--- config.mk ---
export PLATFORM = sky130hd
export DESIGN_NAME = station_setpoint_and_heater_control_core_flat
export DESIGN_NICKNAME = d
export VERILOG_FILES = /design/src/hdl/sshc_pkg.sv /design/src/hdl/sshc_if.sv /design/src/hdl/sshc_drive.sv /design/src/hdl/station_setpoint_and_heater_control_core.sv /design/src/flat_wrapper.sv
export SDC_FILE = /design/constraint.sdc
export NUM_CORES = 1
export LEC_CHECK = 0
export BUFFER_PORTS_ARGS = -buffer_cell sky130_fd_sc_hd__buf_4
export CORE_MARGIN = 4
export CORE_UTILIZATION = 55
export DETAILED_ROUTE_END_ITERATION = 10
export PLACE_DENSITY = 0.72
export SYNTH_ARGS = -nofsm -noshare
export SYNTH_HDL_FRONTEND = slang
export SYNTH_SLANG_ARGS = --single-unit
--- constraint.sdc ---
create_clock -name clk -period 14.12 [get_ports clk]
set_clock_uncertainty 0.15 [all_clocks]
set_input_delay 2.824 -clock clk [delete_from_list [all_inputs] [get_ports clk]]
set_output_delay 2.824 -clock clk [all_outputs]
set_load 0.1 [all_outputs]
--- src/hdl/sshc_pkg.sv ---
package sshc_pkg;

  // Preset slot storage
  localparam int PRESET_SLOTS = 2;
  localparam int SLOT_W = (PRESET_SLOTS > 1) ? $clog2(PRESET_SLOTS) : 1;

  // Field widths
  localparam int CMD_W   = 4;
  localparam int TEMP_W  = 9;
  localparam int SPEED_W = 3;
  localparam int DUTY_W  = 10;
  localparam int FTMR_W  = 13;
  localparam int SHOW_W  = 8;
  localparam int LIMIT_W = 20;
  localparam int IDLE_W  = 21;
  localparam int CFG_IDX_W = 3;
  localparam int CFG_DAT_W = 20;

  // Setpoint limits and steps
  localparam logic [TEMP_W-1:0] IRON_MIN    = 9'd50;
  localparam logic [TEMP_W-1:0] IRON_MAX    = 9'd350;
  localparam logic [TEMP_W-1:0] AIR_MIN     = 9'd50;
  localparam logic [TEMP_W-1:0] AIR_MAX     = 9'd500;
  localparam logic [TEMP_W-1:0] AIR_UP_MAX  = 9'd450;
  localparam logic [TEMP_W-1:0] AIR_DN_MIN  = 9'd80;
  localparam logic [TEMP_W-1:0] SP_STEP     = 9'd5;
  localparam logic [TEMP_W-1:0] DEF_SP      = 9'd100;
  localparam logic [SPEED_W-1:0] SPEED_MIN  = 3'd1;
  localparam logic [SPEED_W-1:0] SPEED_MAX  = 3'd7;
  localparam logic [SPEED_W-1:0] DEF_SPEED  = 3'd1;

  // Timer defaults
  localparam logic [FTMR_W-1:0]  DEF_FAN_TIMEOUT = 13'd6000;
  localparam logic [SHOW_W-1:0]  DEF_SHOW_TICKS  = 8'd100;
  localparam logic [LIMIT_W-1:0] DEF_IDLE_LIMIT  = 20'd300000;
  localparam logic [IDLE_W-1:0]  IDLE_SAT        = {IDLE_W{1'b1}};

  // Drive constants
  localparam logic [DUTY_W-1:0] FAN_BASE     = 10'h1B0;
  localparam logic [DUTY_W-1:0] FAN_PER_STEP = 10'd80;
  localparam logic [DUTY_W-1:0] DUTY_FULL    = 10'd1023;
  localparam logic [DUTY_W-1:0] HEAT_BAND    = 10'd30;
  localparam logic [DUTY_W-1:0] OVER_BAND    = 10'd10;
  localparam logic [DUTY_W-1:0] HYST         = 10'd3;

  typedef enum logic [CMD_W-1:0] {
    CMD_NONE       = 4'd0,
    CMD_UP         = 4'd1,
    CMD_DOWN       = 4'd2,
    CMD_FAN_UP     = 4'd3,
    CMD_FAN_DOWN   = 4'd4,
    CMD_LOAD0      = 4'd5,
    CMD_LOAD1      = 4'd6,
    CMD_SAVE0      = 4'd7,
    CMD_SAVE1      = 4'd8,
    CMD_DEVICE     = 4'd9,
    CMD_POWER      = 4'd10,
    CMD_FAN_TOGGLE = 4'd11,
    CMD_FAN_ACTIVE = 4'd12
  } cmd_t;

  typedef enum logic [1:0] {
    FAN_OFF  = 2'd0,
    FAN_COOL = 2'd1,
    FAN_RUN  = 2'd2
  } fan_mode_t;

  typedef enum logic [CFG_IDX_W-1:0] {
    REG_INIT_IRON   = 3'd0,
    REG_INIT_AIR    = 3'd1,
    REG_INIT_SPEED  = 3'd2,
    REG_FAN_TIMEOUT = 3'd3,
    REG_SHOW_TICKS  = 3'd4,
    REG_IDLE_LIMIT  = 3'd5
  } cfg_reg_t;

  // State seen by the drive logic after a tick
  typedef struct packed {
    logic              power;
    fan_mode_t         fan_mode;
    logic [TEMP_W-1:0] iron_sp;
    logic [TEMP_W-1:0] air_sp;
    logic [SPEED_W-1:0] speed;
  } ctl_state_t;

  // Heater and fan drives
  typedef struct packed {
    logic [DUTY_W-1:0] heater_duty;
    logic              air_heater_on;
    logic [DUTY_W-1:0] fan_duty;
  } drive_t;

endpackage

--- src/hdl/sshc_if.sv ---
interface sshc_in_if;
  import sshc_pkg::*;
  logic              valid;
  logic              ready;
  logic [CMD_W-1:0]  cmd;
  logic [TEMP_W-1:0] iron_measured;
  logic [TEMP_W-1:0] air_measured;
  modport source (output valid, cmd, iron_measured, air_measured, input ready);
  modport sink   (input valid, cmd, iron_measured, air_measured, output ready);
endinterface

interface sshc_out_if;
  import sshc_pkg::*;
  logic               valid;
  logic               ready;
  logic [DUTY_W-1:0]  heater_duty;
  logic               air_heater_on;
  logic [DUTY_W-1:0]  fan_duty;
  logic               power_on;
  logic               selected_device;
  logic [1:0]         fan_mode;
  logic               show_setpoint;
  logic [TEMP_W-1:0]  iron_setpoint;
  logic [TEMP_W-1:0]  air_setpoint;
  logic [SPEED_W-1:0] fan_speed;
  modport source (output valid, heater_duty, air_heater_on, fan_duty, power_on,
                  selected_device, fan_mode, show_setpoint, iron_setpoint,
                  air_setpoint, fan_speed, input ready);
  modport sink   (input valid, heater_duty, air_heater_on, fan_duty, power_on,
                  selected_device, fan_mode, show_setpoint, iron_setpoint,
                  air_setpoint, fan_speed, output ready);
endinterface

interface sshc_cfg_if;
  import sshc_pkg::*;
  logic                 valid;
  logic                 ready;
  logic [CFG_IDX_W-1:0] index;
  logic [CFG_DAT_W-1:0] data;
  modport source (output valid, index, data, input ready);
  modport sink   (input valid, index, data, output ready);
endinterface

--- src/hdl/sshc_drive.sv ---
module sshc_drive
  import sshc_pkg::*;
(
  input  ctl_state_t        st,
  input  logic [TEMP_W-1:0] iron_measured,
  input  logic [TEMP_W-1:0] air_measured,
  output drive_t            drv
);

  logic [DUTY_W-1:0] sp;
  logic [DUTY_W-1:0] meas;
  logic [DUTY_W-1:0] speed_term;

  assign sp   = {1'b0, st.iron_sp};
  assign meas = {1'b0, iron_measured};
  // speed * 80 as shifts: 64 + 16
  assign speed_term = DUTY_W'({st.speed, 6'b0}) + DUTY_W'({st.speed, 4'b0});

  always_comb begin
    drv = '0;
    if (st.power) begin
      // hot air heater runs only with the fan spinning
      drv.air_heater_on = (st.air_sp > air_measured) && (st.fan_mode != FAN_OFF);

      case (st.fan_mode)
        FAN_COOL: drv.fan_duty = FAN_BASE;
        FAN_RUN:  drv.fan_duty = FAN_BASE + speed_term;
        default:  drv.fan_duty = '0;
      endcase

      // coarse bang-bang on the iron: full below the band, off well above, else 2x or 1x setpoint
      if (sp + HYST > meas) begin
        drv.heater_duty = (sp > meas + HEAT_BAND) ? DUTY_FULL : {sp[DUTY_W-2:0], 1'b0};
      end else begin
        drv.heater_duty = (meas > sp + OVER_BAND) ? '0 : sp;
      end
    end
  end

endmodule

--- src/hdl/station_setpoint_and_heater_control_core.sv ---
// Setpoint and heater control for a two-tool soldering station.
// One request on the tick channel is one control loop tick: a command code
// (0 = none) and the measured iron and hot air temperatures. Each request
// produces exactly one result on the result channel: heater duty, air heater
// enable, fan duty, and the status/setpoint fields after the tick.
// The cfg channel writes the six setup registers by index; it is always ready
// and should only be used while no tick is in flight. Writing an init register
// also reloads the current value and every preset slot of that kind.
// Each tick passes through the input register, then the result register.
// Throughput: one tick per cycle while results are taken, set by the single
// state update path between the input register and the result register.
// If the result receiver stalls, the finished result holds and one more tick
// can still be taken into the input register; tick ready drops only when both
// stages are full. Reset (rst, synchronous) clears both stages, powers the
// unit off, stops the fan, clears the timers and loads setpoints 100/100 and
// fan speed 1 into the working and preset registers.
module station_setpoint_and_heater_control_core
  import sshc_pkg::*;
(
  input  logic       clk,
  input  logic       rst,
  sshc_in_if.sink    tick,
  sshc_out_if.source result,
  sshc_cfg_if.sink   cfg
);

  // Setup registers
  logic [FTMR_W-1:0]  run_ticks;
  logic [SHOW_W-1:0]  show_ticks;
  logic [LIMIT_W-1:0] idle_limit;

  // Control state
  logic               power_state;
  logic               device_select;
  fan_mode_t          fan_state;
  logic [FTMR_W-1:0]  fan_timer;
  logic [SHOW_W-1:0]  show_timer;
  logic [IDLE_W-1:0]  idle_counter;
  logic [TEMP_W-1:0]  iron_target;
  logic [TEMP_W-1:0]  air_target;
  logic [SPEED_W-1:0] speed_step;
  logic [TEMP_W-1:0]  preset_iron  [PRESET_SLOTS];
  logic [TEMP_W-1:0]  preset_air   [PRESET_SLOTS];
  logic [SPEED_W-1:0] preset_speed [PRESET_SLOTS];

  logic               power_state_next;
  logic               device_select_next;
  fan_mode_t          fan_state_next;
  logic [FTMR_W-1:0]  fan_timer_next;
  logic [SHOW_W-1:0]  show_timer_next;
  logic [IDLE_W-1:0]  idle_counter_next;
  logic [TEMP_W-1:0]  iron_target_next;
  logic [TEMP_W-1:0]  air_target_next;
  logic [SPEED_W-1:0] speed_step_next;
  logic [TEMP_W-1:0]  preset_iron_next  [PRESET_SLOTS];
  logic [TEMP_W-1:0]  preset_air_next   [PRESET_SLOTS];
  logic [SPEED_W-1:0] preset_speed_next [PRESET_SLOTS];

  // Input stage
  logic              s1_valid;
  logic [CMD_W-1:0]  s1_cmd;
  logic [TEMP_W-1:0] s1_iron_meas;
  logic [TEMP_W-1:0] s1_air_meas;

  logic       advance;
  logic       tick_take;
  logic       slot;
  logic       slot_ok;
  ctl_state_t st_next;
  drive_t     drv;

  // Config write decode
  logic               cfg_take;
  logic [TEMP_W-1:0]  cfg_iron;
  logic [TEMP_W-1:0]  cfg_air;
  logic [SPEED_W-1:0] cfg_speed;

  assign advance   = s1_valid && (!result.valid || result.ready);
  assign tick.ready = !s1_valid || advance;
  assign tick_take = tick.valid && tick.ready;
  assign cfg.ready = 1'b1;
  assign cfg_take  = cfg.valid;

  assign cfg_iron  = (cfg.data[TEMP_W-1:0] > IRON_MAX || cfg.data[TEMP_W-1:0] < IRON_MIN) ?
                     DEF_SP : cfg.data[TEMP_W-1:0];
  assign cfg_air   = (cfg.data[TEMP_W-1:0] > AIR_MAX || cfg.data[TEMP_W-1:0] < AIR_MIN) ?
                     DEF_SP : cfg.data[TEMP_W-1:0];
  assign cfg_speed = (cfg.data[SPEED_W-1:0] < SPEED_MIN) ? DEF_SPEED : cfg.data[SPEED_W-1:0];

  // Load/save slot from the command: slot 1 for LOAD1 and SAVE1, else slot 0
  always_comb begin
    case (cmd_t'(s1_cmd))
      CMD_LOAD1, CMD_SAVE1: slot = 1'b1;
      default:              slot = 1'b0;
    endcase
    slot_ok = (PRESET_SLOTS > 1) || !slot;
  end

  // One tick of state update
  always_comb begin
    power_state_next   = power_state;
    device_select_next = device_select;
    fan_state_next     = fan_state;
    fan_timer_next     = fan_timer;
    show_timer_next    = show_timer;
    idle_counter_next  = idle_counter;
    iron_target_next   = iron_target;
    air_target_next    = air_target;
    speed_step_next    = speed_step;
    preset_iron_next   = preset_iron;
    preset_air_next    = preset_air;
    preset_speed_next  = preset_speed;

    // any command restarts display and idle timing
    if (cmd_t'(s1_cmd) != CMD_NONE) begin
      show_timer_next   = show_ticks;
      idle_counter_next = '0;
    end

    if (power_state || cmd_t'(s1_cmd) == CMD_POWER) begin
      case (cmd_t'(s1_cmd))
        CMD_UP: begin
          if (device_select) begin
            air_target_next = (air_target < AIR_UP_MAX) ? air_target + SP_STEP : AIR_UP_MAX;
          end else begin
            iron_target_next = (iron_target < IRON_MAX) ? iron_target + SP_STEP : IRON_MAX;
          end
        end
        CMD_DOWN: begin
          if (device_select) begin
            air_target_next = (air_target > AIR_DN_MIN) ? air_target - SP_STEP : AIR_DN_MIN;
          end else begin
            iron_target_next = (iron_target > IRON_MIN) ? iron_target - SP_STEP : IRON_MIN;
          end
        end
        CMD_FAN_UP: begin
          if (speed_step < SPEED_MAX) speed_step_next = speed_step + 1'b1;
          device_select_next = 1'b1;
        end
        CMD_FAN_DOWN: begin
          if (speed_step > SPEED_MIN) speed_step_next = speed_step - 1'b1;
          device_select_next = 1'b1;
        end
        CMD_LOAD0, CMD_LOAD1: begin
          if (slot_ok) begin
            if (device_select) begin
              air_target_next = preset_air[SLOT_W'(slot)];
              speed_step_next = preset_speed[SLOT_W'(slot)];
            end else begin
              iron_target_next = preset_iron[SLOT_W'(slot)];
            end
          end
        end
        CMD_SAVE0, CMD_SAVE1: begin
          if (slot_ok) begin
            if (device_select) begin
              preset_air_next[SLOT_W'(slot)]   = air_target;
              preset_speed_next[SLOT_W'(slot)] = speed_step;
            end else begin
              preset_iron_next[SLOT_W'(slot)] = iron_target;
            end
          end
        end
        CMD_DEVICE: device_select_next = !device_select;
        CMD_POWER: begin
          if (power_state) begin
            fan_state_next   = FAN_OFF;
            power_state_next = 1'b0;
          end else begin
            power_state_next   = 1'b1;
            device_select_next = 1'b0;
          end
        end
        CMD_FAN_TOGGLE: begin
          if (fan_state != FAN_OFF) begin
            fan_state_next     = FAN_OFF;
            device_select_next = 1'b0;
          end else begin
            fan_state_next     = FAN_RUN;
            device_select_next = 1'b1;
            fan_timer_next     = run_ticks;
          end
        end
        CMD_FAN_ACTIVE: begin
          if (fan_state == FAN_COOL) fan_state_next = FAN_RUN;
          fan_timer_next     = run_ticks;
          device_select_next = 1'b1;
        end
        default: ;
      endcase

      // fan run timeout drops back to cooldown
      if (fan_timer_next != '0) begin
        fan_timer_next = fan_timer_next - 1'b1;
      end else if (fan_state_next != FAN_OFF) begin
        fan_state_next = FAN_COOL;
      end
      if (show_timer_next != '0) show_timer_next = show_timer_next - 1'b1;
      if (idle_counter_next != IDLE_SAT) idle_counter_next = idle_counter_next + 1'b1;
      // auto power off
      if (idle_counter_next > {1'b0, idle_limit}) begin
        power_state_next = 1'b0;
        fan_state_next   = FAN_OFF;
      end
    end
  end

  assign st_next = '{power:    power_state_next,
                     fan_mode: fan_state_next,
                     iron_sp:  iron_target_next,
                     air_sp:   air_target_next,
                     speed:    speed_step_next};

  sshc_drive u_drive (
    .st            (st_next),
    .iron_measured (s1_iron_meas),
    .air_measured  (s1_air_meas),
    .drv           (drv)
  );

  // Input register
  always_ff @(posedge clk) begin
    if (rst) begin
      s1_valid <= 1'b0;
    end else if (tick.ready) begin
      s1_valid <= tick.valid;
    end
    if (tick_take) begin
      s1_cmd       <= tick.cmd;
      s1_iron_meas <= tick.iron_measured;
      s1_air_meas  <= tick.air_measured;
    end
  end

  // State and setup registers
  always_ff @(posedge clk) begin
    if (rst) begin
      run_ticks     <= DEF_FAN_TIMEOUT;
      show_ticks    <= DEF_SHOW_TICKS;
      idle_limit    <= DEF_IDLE_LIMIT;
      power_state   <= 1'b0;
      device_select <= 1'b0;
      fan_state     <= FAN_OFF;
      fan_timer     <= '0;
      show_timer    <= '0;
      idle_counter  <= '0;
      iron_target   <= DEF_SP;
      air_target    <= DEF_SP;
      speed_step    <= DEF_SPEED;
      for (int i = 0; i < PRESET_SLOTS; i++) begin
        preset_iron[i]  <= DEF_SP;
        preset_air[i]   <= DEF_SP;
        preset_speed[i] <= DEF_SPEED;
      end
    end else begin
      if (advance) begin
        power_state   <= power_state_next;
        device_select <= device_select_next;
        fan_state     <= fan_state_next;
        fan_timer     <= fan_timer_next;
        show_timer    <= show_timer_next;
        idle_counter  <= idle_counter_next;
        iron_target   <= iron_target_next;
        air_target    <= air_target_next;
        speed_step    <= speed_step_next;
        preset_iron   <= preset_iron_next;
        preset_air    <= preset_air_next;
        preset_speed  <= preset_speed_next;
      end
      if (cfg_take) begin
        case (cfg_reg_t'(cfg.index))
          REG_INIT_IRON: begin
            iron_target <= cfg_iron;
            for (int i = 0; i < PRESET_SLOTS; i++) preset_iron[i] <= cfg_iron;
          end
          REG_INIT_AIR: begin
            air_target <= cfg_air;
            for (int i = 0; i < PRESET_SLOTS; i++) preset_air[i] <= cfg_air;
          end
          REG_INIT_SPEED: begin
            speed_step <= cfg_speed;
            for (int i = 0; i < PRESET_SLOTS; i++) preset_speed[i] <= cfg_speed;
          end
          REG_FAN_TIMEOUT: run_ticks   <= cfg.data[FTMR_W-1:0];
          REG_SHOW_TICKS:  show_ticks  <= cfg.data[SHOW_W-1:0];
          REG_IDLE_LIMIT:  idle_limit  <= cfg.data[LIMIT_W-1:0];
          default: ;
        endcase
      end
    end
  end

  // Result register
  always_ff @(posedge clk) begin
    if (rst) begin
      result.valid <= 1'b0;
    end else if (advance) begin
      result.valid <= 1'b1;
    end else if (result.ready) begin
      result.valid <= 1'b0;
    end
    if (advance) begin
      result.heater_duty     <= drv.heater_duty;
      result.air_heater_on   <= drv.air_heater_on;
      result.fan_duty        <= drv.fan_duty;
      result.power_on        <= power_state_next;
      result.selected_device <= device_select_next;
      result.fan_mode        <= fan_state_next;
      result.show_setpoint   <= (show_timer_next != '0);
      result.iron_setpoint   <= iron_target_next;
      result.air_setpoint    <= air_target_next;
      result.fan_speed       <= speed_step_next;
    end
  end

`ifndef SYNTHESIS
  // an accepted tick is in the input stage next cycle
  a_tick_loaded: assert property (@(posedge clk) disable iff (rst)
    tick_take |=> s1_valid)
    else $error("accepted tick did not reach the input stage");

  // a tick that moves on always shows up as a result
  a_result_made: assert property (@(posedge clk) disable iff (rst)
    advance |=> result.valid)
    else $error("tick advanced without a result");

  // unpowered unit drives nothing
  a_off_no_drive: assert property (@(posedge clk) disable iff (rst)
    (result.valid && !result.power_on) |->
      (result.heater_duty == '0 && result.fan_duty == '0 && !result.air_heater_on))
    else $error("drive active while powered off");

  // fan off means no fan duty and no air heater
  a_fan_off: assert property (@(posedge clk) disable iff (rst)
    (result.valid && result.fan_mode == FAN_OFF) |->
      (result.fan_duty == '0 && !result.air_heater_on))
    else $error("fan drive active with fan off");
`endif

endmodule

--- src/flat_wrapper.sv ---
// flat-port wrapper written by rule: the top's interface ports become plain ports
module station_setpoint_and_heater_control_core_flat import sshc_pkg::*;
  (clk, rst, tick_valid, tick_cmd, tick_iron_measured, tick_air_measured, tick_ready, result_valid, result_heater_duty, result_air_heater_on, result_fan_duty, result_power_on, result_selected_device, result_fan_mode, result_show_setpoint, result_iron_setpoint, result_air_setpoint, result_fan_speed, result_ready, cfg_valid, cfg_index, cfg_data, cfg_ready);
  sshc_in_if tick_i ();
  sshc_out_if result_i ();
  sshc_cfg_if cfg_i ();
  input  logic clk;
  input  logic rst;
  input wire logic [$bits(tick_i.valid)-1:0] tick_valid;
  input wire logic [$bits(tick_i.cmd)-1:0] tick_cmd;
  input wire logic [$bits(tick_i.iron_measured)-1:0] tick_iron_measured;
  input wire logic [$bits(tick_i.air_measured)-1:0] tick_air_measured;
  output wire logic [$bits(tick_i.ready)-1:0] tick_ready;
  output wire logic [$bits(result_i.valid)-1:0] result_valid;
  output wire logic [$bits(result_i.heater_duty)-1:0] result_heater_duty;
  output wire logic [$bits(result_i.air_heater_on)-1:0] result_air_heater_on;
  output wire logic [$bits(result_i.fan_duty)-1:0] result_fan_duty;
  output wire logic [$bits(result_i.power_on)-1:0] result_power_on;
  output wire logic [$bits(result_i.selected_device)-1:0] result_selected_device;
  output wire logic [$bits(result_i.fan_mode)-1:0] result_fan_mode;
  output wire logic [$bits(result_i.show_setpoint)-1:0] result_show_setpoint;
  output wire logic [$bits(result_i.iron_setpoint)-1:0] result_iron_setpoint;
  output wire logic [$bits(result_i.air_setpoint)-1:0] result_air_setpoint;
  output wire logic [$bits(result_i.fan_speed)-1:0] result_fan_speed;
  input wire logic [$bits(result_i.ready)-1:0] result_ready;
  input wire logic [$bits(cfg_i.valid)-1:0] cfg_valid;
  input wire logic [$bits(cfg_i.index)-1:0] cfg_index;
  input wire logic [$bits(cfg_i.data)-1:0] cfg_data;
  output wire logic [$bits(cfg_i.ready)-1:0] cfg_ready;
  assign tick_i.valid = tick_valid;
  assign tick_i.cmd = tick_cmd;
  assign tick_i.iron_measured = tick_iron_measured;
  assign tick_i.air_measured = tick_air_measured;
  assign tick_ready = tick_i.ready;
  assign result_valid = result_i.valid;
  assign result_heater_duty = result_i.heater_duty;
  assign result_air_heater_on = result_i.air_heater_on;
  assign result_fan_duty = result_i.fan_duty;
  assign result_power_on = result_i.power_on;
  assign result_selected_device = result_i.selected_device;
  assign result_fan_mode = result_i.fan_mode;
  assign result_show_setpoint = result_i.show_setpoint;
  assign result_iron_setpoint = result_i.iron_setpoint;
  assign result_air_setpoint = result_i.air_setpoint;
  assign result_fan_speed = result_i.fan_speed;
  assign result_i.ready = result_ready;
  assign cfg_i.valid = cfg_valid;
  assign cfg_i.index = cfg_index;
  assign cfg_i.data = cfg_data;
  assign cfg_ready = cfg_i.ready;
  station_setpoint_and_heater_control_core u_core (.clk(clk), .rst(rst), .tick(tick_i), .result(result_i), .cfg(cfg_i));
endmodule
==> flow_metrics.tcl <==
set metrics [dict create \
    maxCapViolations 0 \
    clockBufferDepth 3 \
    synth_top_area_share_pct 22.18 \
    clock_sinks 217 \
    cts_max_level 1 \
    worstMarginPinSlew_ps 1104 \
    io_buffer_count 94 \
    r2r_cells 22 \
    root_buffer "clkbuf_16" \
    grt_pass1_vias 11380 \
    met2WireLength_um 16870 \
    setup_viol 0 \
    die_area_mm2 0.02754 \
    hold_viol 0 \
    critPathLaunch "u_core.s1_cmd[3]" \
    r2r_setup_slack_ps 7300 \
    start_util_pct 56.09 \
    dr.first_iter.drc_count 1249 \
    drv_slew 0 \
    yosys.area.top_type "dfxtp_1" \
    synth_flop_cell "dfxtp_1" \
    highest_layer "met4" \
    crit_type "flip-flop to flip-flop" \
    ir_drop_mv 0.09067 \
    cts-buffers-inserted 24 \
    grt_max_degree 71 \
    yosysUniqueCellTypes 104 \
    yosysWarnings 0 \
    crit_end "u_core.result.heater_duty[0]" \
    synth-seq-area-share_pct 36.40 \
    postSynth.asyncResetShare_pct 0 \
    firstDrtPassIters 5 \
    drc 0 \
    wirelength_um 37270 \
    yosys-top-cells-count "245 x nand2_1, 161 x nor2_1, 152 x dfxtp_1, 139 x a21oi_1, 103 x o21ai_0" \
    placedInstanceArea_mm2 0.01448 \
    wl_met3_um 2859 \
    r2r-start "u_core.s1_cmd[3]" \
    cp-end-kind "flip-flop" \
    routedWlPerCell_um 18.19 \
    ant_nets 0 \
    synth_area_per_cell_um2 8.187 \
    cp_max_fo 20 \
    die_w_um 165.9 \
    reg2reg_to "u_core.result.heater_duty[0]" \
    fp.dieH_um 165.9 \
    post_cts_buffers 0 \
    finalSetupTns_ps 0 \
    synth_edf_count 65 \
    cts_tree "done" \
    period_needed_ps 6819 \
    place_congestion 0.9401 \
    drive_gt1_share_pct 11.36 \
    slowest_stage "edfxtp_1" \
    path_cells "clkinv_1 > nor2_1 > nand2_1 > ha_1 > or2_0 > or3_1 > a211oi_1 > ha_1 > nand2_1 > o21ai_0 > nand3b_1 > and3_1 > nand2_1 > xnor2_1 > ha_1 > nand4_1 > nor4_1 > o21bai_1 > o31ai_1 > a41oi_4 > nor2_1 > a211oi_1" \
    core_area_mm2 0.02446 \
    synthCells 1676 \
    grt_pass1_wl_um 59970 \
    power.leakage_nw 5.900 \
    maxSlewHeadroom_pct 26.39 \
    finalPower_mw 1.625 \
    cp_data_required_time_ps 14320 \
    status "complete, no violations" \
    fmax_mhz 146.7 \
    ctsHoldBuffers 0 \
    synth_seq_cells 217 \
    diodes 0 \
    area_growth_pct 11.46 \
    critical_path_arrival_ps 7020 \
    fillCellCount 2199 \
    wirelength_met1_um 16910 \
    grt_usage_pct 25.71 \
    nNetsFinal 1835 \
    synth_area_leaders "dfxtp_1 22%, edfxtp_1 14%, ha_1 7.1%" \
    num_io_pins 100 \
    grt_overflow 0 \
    rsz0062_at_grt "false" \
    yosysMostFrequentCell "nand2_1" \
    cts_resized 0 \
    syn_area_mm2 0.01372 \
    rows 57 \
    via_per_inst 6.097 \
    post-route-cell-area_mm2 0.01529 \
    worstSetupStartpointType "flip-flop" \
    powerDensity_mw_per_mm2 106.2 \
    hpwlAfterDp_um 26170 \
    clock_latency_ps 520 \
    antenna_found_initial 0 \
    vias 12490 \
    clk_pin_slew_ps 60 \
    min_path_type "flip-flop to flip-flop" \
    fin_crit_sh_pct 48.29 \
    cpPeakStageDelay_ps 800 \
]
[worst max-delay path: cells and delay by family (launching register included)]
family,cells,cell delay [ps]
fa+ha+maj,3,830
simple gates,11,2540
compound gates,6,1740
flops,1,800
xor+xnor,1,140
buf+inv,1,420
[area by class of cell]
type	instances	area, µm²	area share (%)
flip-flops and latches	217	4995	32.66
multi-input cells	1273	7949	51.98
clock buffers	36	718.2	4.696
repair buffers	110	825.8	5.400
well taps	324	405.4	2.651
inverters	81	305.3	1.996
clock inverters	8	95.09	0.6218
[worst min-delay path by stage]
stage / cells after the start / start / slack, ps / to
floorplan: 2 / u_core.show_timer[0] / 280 / u_core.show_timer[0]
global placement: 2 / u_core.show_timer[0] / 290 / u_core.show_timer[0]
detailed placement: 2 / u_core.idle_limit[4] / 300 / u_core.idle_limit[4]
CTS: 2 / u_core.idle_limit[4] / 310 / u_core.idle_limit[4]
global route: 2 / u_core.idle_limit[14] / 330 / u_core.idle_limit[14]
finish: 2 / u_core.idle_limit[4] / 310 / u_core.idle_limit[4]
[report_power, final]
group | internal [mW] | leakage [nW] | total [mW] | switching, mW
clock network | 0.388 | 0.396 | 0.640 | 0.253
logic | 0.101 | 3.65 | 0.293 | 0.191
registers | 0.666 | 1.85 | 0.692 | 0.0257
total | 1.15 | 5.90 | 1.62 | 0.470
[sequential cells by signal, summed over array words and instances (netlist names), 2 cells and up]
| name | cells |
|---|---|
| u_core.s1_air_meas | 9 |
| u_core.idle_counter | 21 |
| u_core.result.iron_setpoint | 9 |
| u_core.result.air_setpoint | 9 |
| u_core.s1_iron_meas | 9 |
| u_core.preset_air | 18 |
| u_core.show_timer | 8 |
| u_core.preset_speed | 6 |
| u_core.run_ticks | 13 |
| u_core.result.fan_mode | 2 |
| u_core.result.fan_duty | 6 |
| u_core.speed_step | 3 |
| u_core.s1_cmd | 4 |
| u_core.result.fan_speed | 3 |
| u_core.air_target | 9 |
| u_core.preset_iron | 18 |
| u_core.result.heater_duty | 10 |
| u_core.fan_timer | 13 |
| u_core.idle_limit | 20 |
| u_core.fan_state | 2 |
| u_core.show_ticks | 8 |
| u_core.iron_target | 9 |
[kinds of logic after synthesis]
family	share of synthesized area [%]
AOI/OAI and AO/OA	21.12
xor gates and xnor gates	3.639
adders and majority gates	7.113
buffers and inverters	5.745
DFF	36.40
muxes	4.259
other	0.05473
and+or+nand+nor	21.67
[cells in the final DEF, fill, tap and decap left out, types with 26 or more instances in the layout]
master / synthesis / layout
o21ai_0: 103 / 103
dfxtp_1: 152 / 152
nand3_1: 42 / 42
a21oi_1: 139 / 139
buf_4: 9 / 110
ha_1: 78 / 78
clkbuf_16: 0 / 26
nor2_1: 161 / 161
mux2i_1: 46 / 46
inv_1: 79 / 79
nor2b_1: 27 / 27
edfxtp_1: 65 / 65
nor3_1: 37 / 37
xnor2_1: 42 / 42
nand2_1: 245 / 245
[per-stage QoR]
stage	instances	utilization, %	hold WS [ps]	setup slack (ps)
floorplan	1679	-	281.5	7563
global placement	2005	59.19	287.6	7646
detailed placement	2005	59.19	299.0	7474
CTS	2049	62.52	307.0	7457
global route	2049	62.52	330.6	6766
finish	2049	62.52	307.2	7301
[layer usage]
| layer | global-route usage [%] | up-vias |
|---|---|---|
| met3 | 3.118 | 48 |
| met4 | 6.062 | 0 |
| met1 | 37.81 | 5893 |
| met5 | 0 | - |
| met2 | 40.61 | 519 |
| li1 | - | 6032 |
No activity file was read; power rests on OpenSTA's default activity.
